[src/design/hil_pkg.sv]
// Package for the linear-probing hash insert engine.
// Sizes, payload structs, queue and table entry types, and the state enum.
// Depends on nothing; every other design file but hil_ram imports it.
`timescale 1ns / 1ps
`default_nettype none
package hil_pkg;

  // Table geometry
  localparam int MAX_LOG2_SLOTS = 12;
  localparam int MIN_LOG2_SLOTS = 8;
  localparam int DEPTH          = 1 << MAX_LOG2_SLOTS;
  localparam int SLOT_W         = MAX_LOG2_SLOTS;
  localparam int MAX_PROBES     = 256;
  localparam int PCNT_W         = $clog2(MAX_PROBES + 1);

  // Field widths
  localparam int KEY_BYTES = 8;
  localparam int HASH_W    = 64;
  localparam int KEY_W     = 64;
  localparam int LEN_W     = 4;
  localparam int VAL_W     = 32;
  localparam int SIZE_W    = 4;

  // Front queue depth
  localparam int QDEPTH = 2;
  localparam int QPTR_W = $clog2(QDEPTH);
  localparam int QCNT_W = $clog2(QDEPTH + 1);

  // Input transaction
  typedef struct packed {
    logic [HASH_W-1:0] hash;
    logic [KEY_W-1:0]  key_bytes;
    logic [LEN_W-1:0]  key_len;
    logic [VAL_W-1:0]  value_in;
  } hil_req_t;

  // Result transaction
  typedef struct packed {
    logic [SLOT_W-1:0] slot_index;
    logic              inserted;
    logic              table_full;
    logic [VAL_W-1:0]  stored_value;
  } hil_rsp_t;

  // Classified item waiting for the probe engine
  typedef struct packed {
    logic [SLOT_W-1:0] start;
    logic [LEN_W-1:0]  len;
    logic [KEY_W-1:0]  key;
    logic [VAL_W-1:0]  value;
  } hil_qent_t;

  // Queue head as seen by the back end
  typedef struct packed {
    logic      valid;
    hil_qent_t ent;
  } hil_q_t;

  // One table slot
  typedef struct packed {
    logic             valid;
    logic [LEN_W-1:0] len;
    logic [KEY_W-1:0] key;
    logic [VAL_W-1:0] value;
  } hil_entry_t;

  localparam int ENTRY_W = $bits(hil_entry_t);

  typedef enum logic [1:0] {
    ST_CLEAR,
    ST_IDLE,
    ST_CHECK
  } hil_state_e;

endpackage
`default_nettype wire

[src/design/hil_front.sv]
// Front end: accepts transactions, clamps the key length, masks unused key
// bytes and queues the item for the probe engine. Uses hil_pkg.
`timescale 1ns / 1ps
`default_nettype none
module hil_front import hil_pkg::*; (
  input  wire logic     clk_i,
  input  wire logic     rst_ni,
  input  wire logic     start,
  output logic          busy,
  input  wire hil_req_t req_i,
  input  wire logic     clearing_i,
  output hil_q_t        q_o,
  input  wire logic     pop_i
);

  hil_qent_t            mem_q [QDEPTH];
  logic [QPTR_W-1:0]    wptr_q, wptr_d;
  logic [QPTR_W-1:0]    rptr_q, rptr_d;
  logic [QCNT_W-1:0]    cnt_q, cnt_d;
  logic                 push;
  logic                 full;
  logic [LEN_W-1:0]     len;
  logic [KEY_W-1:0]     key;
  hil_qent_t            ent;

  assign full = (cnt_q == QCNT_W'(QDEPTH));
  assign busy = full | clearing_i;
  assign push = start & ~busy;

  // Clamp length and drop key bytes beyond it
  always_comb begin
    len = req_i.key_len;
    if (len > LEN_W'(KEY_BYTES)) begin
      len = LEN_W'(KEY_BYTES);
    end
    key = '0;
    for (int b = 0; b < KEY_BYTES; b++) begin
      if (LEN_W'(b) < len) begin
        key[b*8 +: 8] = req_i.key_bytes[b*8 +: 8];
      end
    end
    ent.start = req_i.hash[SLOT_W-1:0];
    ent.len   = len;
    ent.key   = key;
    ent.value = req_i.value_in;
  end

  // Advance queue pointers
  always_comb begin
    wptr_d = wptr_q;
    rptr_d = rptr_q;
    cnt_d  = cnt_q;
    if (push) begin
      wptr_d = wptr_q + 1'b1;
    end
    if (pop_i) begin
      rptr_d = rptr_q + 1'b1;
    end
    if (push && !pop_i) begin
      cnt_d = cnt_q + 1'b1;
    end else if (!push && pop_i) begin
      cnt_d = cnt_q - 1'b1;
    end
  end

  always_ff @(posedge clk_i or negedge rst_ni) begin
    if (!rst_ni) begin
      wptr_q <= '0;
      rptr_q <= '0;
      cnt_q  <= '0;
    end else begin
      wptr_q <= wptr_d;
      rptr_q <= rptr_d;
      cnt_q  <= cnt_d;
    end
  end

  // Hold queued items
  always_ff @(posedge clk_i) begin
    if (push) begin
      mem_q[wptr_q] <= ent;
    end
  end

  assign q_o.valid = (cnt_q != '0);
  assign q_o.ent   = mem_q[rptr_q];

endmodule
`default_nettype wire

[config.mk]
export PLATFORM = sky130hd
export DESIGN_NAME = hil_front
export DESIGN_NICKNAME = d
export VERILOG_FILES = /design/src/design/hil_pkg.sv /design/src/design/hil_front.sv
export SDC_FILE = /design/constraint.sdc
export NUM_CORES = 1
export LEC_CHECK = 0
export BUFFER_PORTS_ARGS = -buffer_cell sky130_fd_sc_hd__buf_2
export CAP_MARGIN = 25
export CORE_MARGIN = 3
export CORE_UTILIZATION = 47
export CTS_BUF_LIST = sky130_fd_sc_hd__clkbuf_8
export DETAILED_ROUTE_END_ITERATION = 10
export PLACE_DENSITY = 0.85
export SYNTH_ARGS = -nofsm -noshare
export SYNTH_HDL_FRONTEND = slang
export SYNTH_SLANG_ARGS = --single-unit
export TNS_END_PERCENT = 5
[constraint.sdc]
create_clock -name clk_i -period 5.67 [get_ports clk_i]
set_clock_uncertainty 0.2 [all_clocks]
set_input_delay 0.2835 -clock clk_i [delete_from_list [all_inputs] [get_ports clk_i]]
set_output_delay 0.2835 -clock clk_i [all_outputs]
set_load 0.03 [all_outputs]
==> results of run 1 <==
[worst paths after layout]
| path | start | slack [ns] | cells past startpoint | to |
|---|---|---|---|---|
| worst max-delay path | rptr_q | 2.32 | 3 | q_o[107] |
| worst min-delay path | clearing_i | 0.07 | 3 | wptr_q |
| worst max register to register | cnt_q[0] | 2.75 | 5 | mem_q[1][8] |
| worst min register to register | cnt_q[1] | 0.32 | 1 | cnt_q[1] |
| max in group asynchronous | rst_ni | 4.56 | 3 | rptr_q |
| min in group asynchronous | rst_ni | 0.52 | 3 | cnt_q[1] |
[cell type report]
type                            instances  area [µm²]
Tap cell                              229         287
Clock inverter                         26         130
Clock buffer                           37         509
Multi-Input combinational cell        200        1870
Timing Repair Buffer                  345        2290
Sequential cell                       228        6830
Inverter                                2        7.51
Fill cell                            1196        6220
[cells by family after synthesis]
family,after synthesis,synth area share (%)
DFF,228,77.6
adders and majority gates,1,0.142
xor gates and xnor gates,5,0.498
and+or+nand+nor,78,5.69
muxes,112,14.3
buffers and inverters,19,1.28
AOI/OAI and AO/OA,4,0.469
[cell usage in the layout, fill, tap and decap left out, types with 4 or more instances in the layout]
master,synthesis,layout
buf_2,6,230
edfxtp_1,224,224
mux2_1,112,112
dlygate4sd3_1,0,111
nor2b_1,59,59
clkbuf_8,0,37
inv_1,1,16
and2_1,9,8
clkinv_1,0,8
buf_4,7,4
[routing by layer]
metal,wire length [µm],global-route usage (%)
met1,7320,20.2
met2,9910,33.1
met3,1290,5.19
met4,371,6.05
met5,0,0
[report_power, final]
part / leakage [µW] / total (µW) / internal [µW] / switching, µW
Combinational: 0.00209 / 1630 / 550 / 1080
Clock: 0.000381 / 1230 / 651 / 575
Sequential: 0.00211 / 2240 / 2110 / 136
[timing repair]
item                                    CTS  global route
endpoints found under the hold margin   222             0
endpoints found under the setup margin    0             0
hold buffers                            111             0
[sequential cells by signal (all words and copies together), names as in the netlist]
| name | count |
|---|---|
| cnt_q | 2 |
| mem_q | 224 |
| rptr_q | 1 |
| wptr_q | 1 |
[worst max-delay path: stages, from the launching register on]
cell,delay [ns]
dfrtp_4,0.93
buf_4,0.73
mux2_1,0.40
buf_2,0.19
[through the flow]
stage	total power, µW	cells	hold WS, ns	instance area, µm²	worst slack [ns]
6_report	5100	1067	0.0658	11900	2.32
2_1_floorplan	3420	447	-0.212	8800	1.43
3_3_place_gp	3800	893	-0.113	10200	2.84
5_1_grt	5350	1067	0.0281	11900	2.14
4_1_cts	5150	1067	0.0216	11900	2.28
3_5_place_dp	3840	893	-0.106	10200	2.71
==> results.py, run 1 <==
metrics = {
    "power_and_ir_drop": {
        "p_per_area_nw_per_um2": 428,
        "leakage_uw": 0.00457,
        "irDropWorstVdd_v": 0.000268,
    },
    "cts": {
        "htree_levels": 2,
        "clock_path_buffers": 3,
        "numCtsBuffers": 37,
        "clkSlewWorstSetupHoldPaths_ns": 0.05,
        "post_cts_buffers": 0,
        "clk_latency_ns": 0.49,
        "cts_tree": "built",
        "cts-resized-gates": 0,
        "clock_sinks": 228,
        "clockRootBuffer": "clkbuf_8",
    },
    "run_status": {
        "status": "complete, no violations",
    },
    "route": {
        "wirelength_mm": 18.9,
        "first_pass_iters": 4,
        "drt_iter0_drc": 210,
        "detail-route-antenna-nets": 0,
        "drc": 0,
        "vias_per_cell": 4.87,
        "vias": 5197,
        "wl_per_cell_um": 17.7,
    },
    "die": {
        "rows": 49,
        "io_pins": 283,
        "initial_core_util_pct": 48.5,
        "die_h_um": 143,
        "coreArea_um2": 18100,
        "die_area_um2": 20400,
        "die-width_um": 143,
    },
    "place": {
        "numPortBuffers": 230,
        "gp_congestion": 0.720,
        "dp_hpwl_mm": 11.3,
    },
    "final_layout": {
        "syn_to_final_growth_pct": 35.5,
        "diodes": 0,
        "final_net_count": 984,
        "drive_gt1_share_pct": 34.0,
        "final_util_pct": 65.7,
    },
    "logic_synthesis": {
        "synth_common_cells": "edfxtp_1 (224), mux2_1 (112), nor2b_1 (59)",
        "synth.top_cell.area_share_pct": 76.5,
        "yosysWarnings": 0,
        "synthFlopType": "edfxtp_1",
        "synth_area_leaders": "edfxtp_1 (76%), mux2_1 (14%), nor2b_1 (4.2%)",
        "syn_area_per_cell_um2": 19.7,
        "ys_ff_latch": 228,
        "syn_nets": 617,
        "synthCells": 447,
        "synth-seq-area-share_pct": 77.6,
        "synth_area_leader_cell": "edfxtp_1",
        "synth-edff-count": 224,
        "syn-cell-area_um2": 8800,
        "synthArstFlopShare_pct": 1.75,
        "synthDistinctLibCells": 25,
        "synth.most_common_cell": "edfxtp_1",
    },
    "timing": {
        "relSlewSlack_pct": 45.0,
        "max_freq_ghz": 0.298,
        "setup_viol": 0,
        "timing.final.crit_share_pct": 59.1,
        "finalMaxSlewViolations": 0,
        "setup_tns_ns": 0,
        "hold_violations": 0,
        "rsz0062_at_grt": "false",
        "min_period_ns": 3.35,
        "worst_slew_pin_slew_ns": 0.825,
    },
    "job": {
        "cap_violations": 0,
    },
    "global_routing": {
        "antenna_found_initial": 0,
        "grt_max_degree": 59,
        "grt_pass1_wl_mm": 29.0,
        "grt_pass1_vias": 5847,
        "overflow": 0,
        "grt_usage_pct": 18.1,
    },
    "worst_setup_path": {
        "crit_fanout": 58,
        "cp-end-kind": "primary output",
        "setup.worst_path.class": "register to primary output",
        "cp.arrival_ns": 2.87,
        "cp_data_required_time_ns": 5.19,
        "cp-start-kind": "register",
    },
    "hold_path": {
        "hp-class": "primary input to register",
    },
}
(Power assumes the default switching activity.)
==> run 2: changes to the inputs <==
- CORE_UTILIZATION: 47 -> 50
- PLACE_DENSITY: 0.85 -> 0.86
- clock period: 5.67 -> 3.3 ns (I/O delays scaled with it)
==> run 2 against run 1 <==
Effect of this change: routed wire length rose by 6.2%; hold slack improved by 0.12 ns; power rose by 79%; via count rose by 3.0%; first-iteration DRC count is 24% higher; clock power grew 97%; register-to-register slack worse by 1.9 ns; critical path depth stayed put; largest cell class unchanged; setup slack got worse by 1.6 ns; sequential power increased by 69%; sequential cell count unchanged.
==> results.py, run 2 (synthesis results as in run 1) <==
metrics = {
    "place": {
        "place_worst_setup_slack_ns": 0.856,
        "numPortBuffers": 230,
        "dp_hpwl_mm": 11.1,
        "gp_congestion": 0.786,
    },
    "cts": {
        "post_cts_buffers": 0,
        "clkSlewWorstSetupHoldPaths_ns": 0.06,
        "clockRootBuffer": "clkbuf_8",
        "htree_levels": 2,
        "clk_latency_ns": 0.49,
        "numCtsBuffers": 38,
        "clock_sinks": 228,
        "cts_hold_buffers": 117,
        "cts_tree": "built",
        "cts-resized-gates": 0,
        "clock_path_buffers": 3,
    },
    "route": {
        "wl_per_cell_um": 18.7,
        "vias": 5355,
        "detail-route-antenna-nets": 0,
        "vias_per_cell": 5.00,
        "drt_iter0_drc": 260,
        "met1_length_mm": 7.55,
        "drc": 0,
        "wl_met2_mm": 10.7,
        "wirelength_mm": 20.1,
        "dr_wl_met3_mm": 1.40,
        "maxUsedRoutingLayer": "met4",
        "first_pass_iters": 4,
    },
    "power_and_ir_drop": {
        "p_per_area_nw_per_um2": 754,
        "leakage_uw": 0.00467,
        "irDropWorstVdd_v": 0.000552,
    },
    "worst_setup_path": {
        "crit_fanout": 30,
        "slowest_delay_ns": 0.70,
        "worstPathCellList": "buf_4, mux2_1, buf_2",
        "cp-start-kind": "register",
        "cp_data_required_time_ns": 2.93,
        "r2r_cells": 5,
        "setup.worst_path.class": "register to primary output",
        "cp-end-kind": "primary output",
        "cp.arrival_ns": 2.21,
        "ff2ff_setup_slack_ns": 0.84,
        "regToRegEndpoint": "mem_q[1][109]",
        "reg2reg_from": "cnt_q[0]",
        "cpMaxStageDelayCell": "dfrtp_4",
    },
    "die": {
        "rows": 47,
        "initial_core_util_pct": 52.1,
        "die_h_um": 139,
        "die_area_um2": 19200,
        "coreArea_um2": 16900,
        "die-width_um": 139,
        "io_pins": 283,
    },
    "final_layout": {
        "mostFrequentLayoutCell": "buf_2",
        "largest_reg_flops": 224,
        "diodes": 0,
        "most-common-layout-cells": "buf_2 (230), edfxtp_1 (224), dlygate4sd3_1 (117), mux2_1 (112), nor2b_1 (59)",
        "reg.largest.list": "mem_q: 224 flops, cnt_q: 2 flops",
        "drive_gt1_share_pct": 34.8,
        "final_util_pct": 71.9,
        "final_net_count": 993,
        "syn_to_final_growth_pct": 37.8,
        "fillers": 1013,
        "top_register": "mem_q",
    },
    "timing": {
        "worst_slew_pin_slew_ns": 0.841,
        "fin_ws_ns": 0.720,
        "setup_tns_ns": 0,
        "relSlewSlack_pct": 43.9,
        "finalMaxSlewViolations": 0,
        "rsz0062_at_grt": "false",
        "setup_viol": 0,
        "hold_violations": 0,
        "timing.final.crit_share_pct": 78.2,
        "max_freq_ghz": 0.388,
        "min_period_ns": 2.58,
    },
    "global_routing": {
        "grt_max_degree": 62,
        "grt_pass1_wl_mm": 31.0,
        "overflow": 0,
        "grt_usage_pct": 20.3,
        "grt_pass1_vias": 5912,
        "antenna_found_initial": 0,
    },
    "hold_path": {
        "hold_depth": 5,
        "min_to": "cnt_q[0]",
        "min_from": "clearing_i",
        "hp-class": "primary input to register",
    },
    "job": {
        "cap_violations": 0,
    },
    "run_status": {
        "status": "complete, no violations",
    },
}
## run 2: worst max-delay path by stage
stage	from	to	slack [ns]	depth (start not counted)
global route	rptr_q	q_o[48]	0.60	3
global placement	cnt_q[0]	mem_q[1][3]	0.97	5
finish	rptr_q	q_o[50]	0.72	3
detailed placement	cnt_q[0]	mem_q[1][3]	0.86	5
floorplan	cnt_q[0]	mem_q[1][0]	-0.74	4
CTS	rptr_q	q_o[50]	0.71	3
## run 2: area by class of cell
cell class	instances	area [µm²]	area share, %
sequential	228	6830	56.3
clock buffer	41	564	4.65
tap	220	275	2.27
clock inverter	27	189	1.56
multi-input combinational	200	1870	15.4
timing repair buffer	353	2390	19.7
inverter	2	7.51	0.0619
## run 2: power breakdown
group / switching, µW / internal [µW] / total, µW / leakage (µW)
Combinational: 1960 / 981 / 2940 / 0.00213
Clock: 1040 / 1380 / 2420 / 0.000435
Sequential: 171 / 3620 / 3790 / 0.00211
## run 2: critical path: cells and delay by family, from the launching register on
kind                   cells  cell delay, ns
muxes                      1            0.37
DFF                        1            0.70
buffers and inverters      2            0.62
## run 2: metal layers
metal,global-route usage [%],up-vias
met2,37.2,233
met3,5.17,41
met4,6.64,0
met1,23.2,2619
li1,-,2462
met5,0,-
## run 2: metrics by stage
step,power (µW),area (µm²),hold slack [ns],cells
floorplan,5870,8810,-0.331,447
finish,9150,12100,0.185,1071
CTS,9170,12100,0.157,1071
detailed placement,6630,10200,-0.229,886
global placement,6560,10200,-0.231,886
global route,9540,12100,0.171,1071
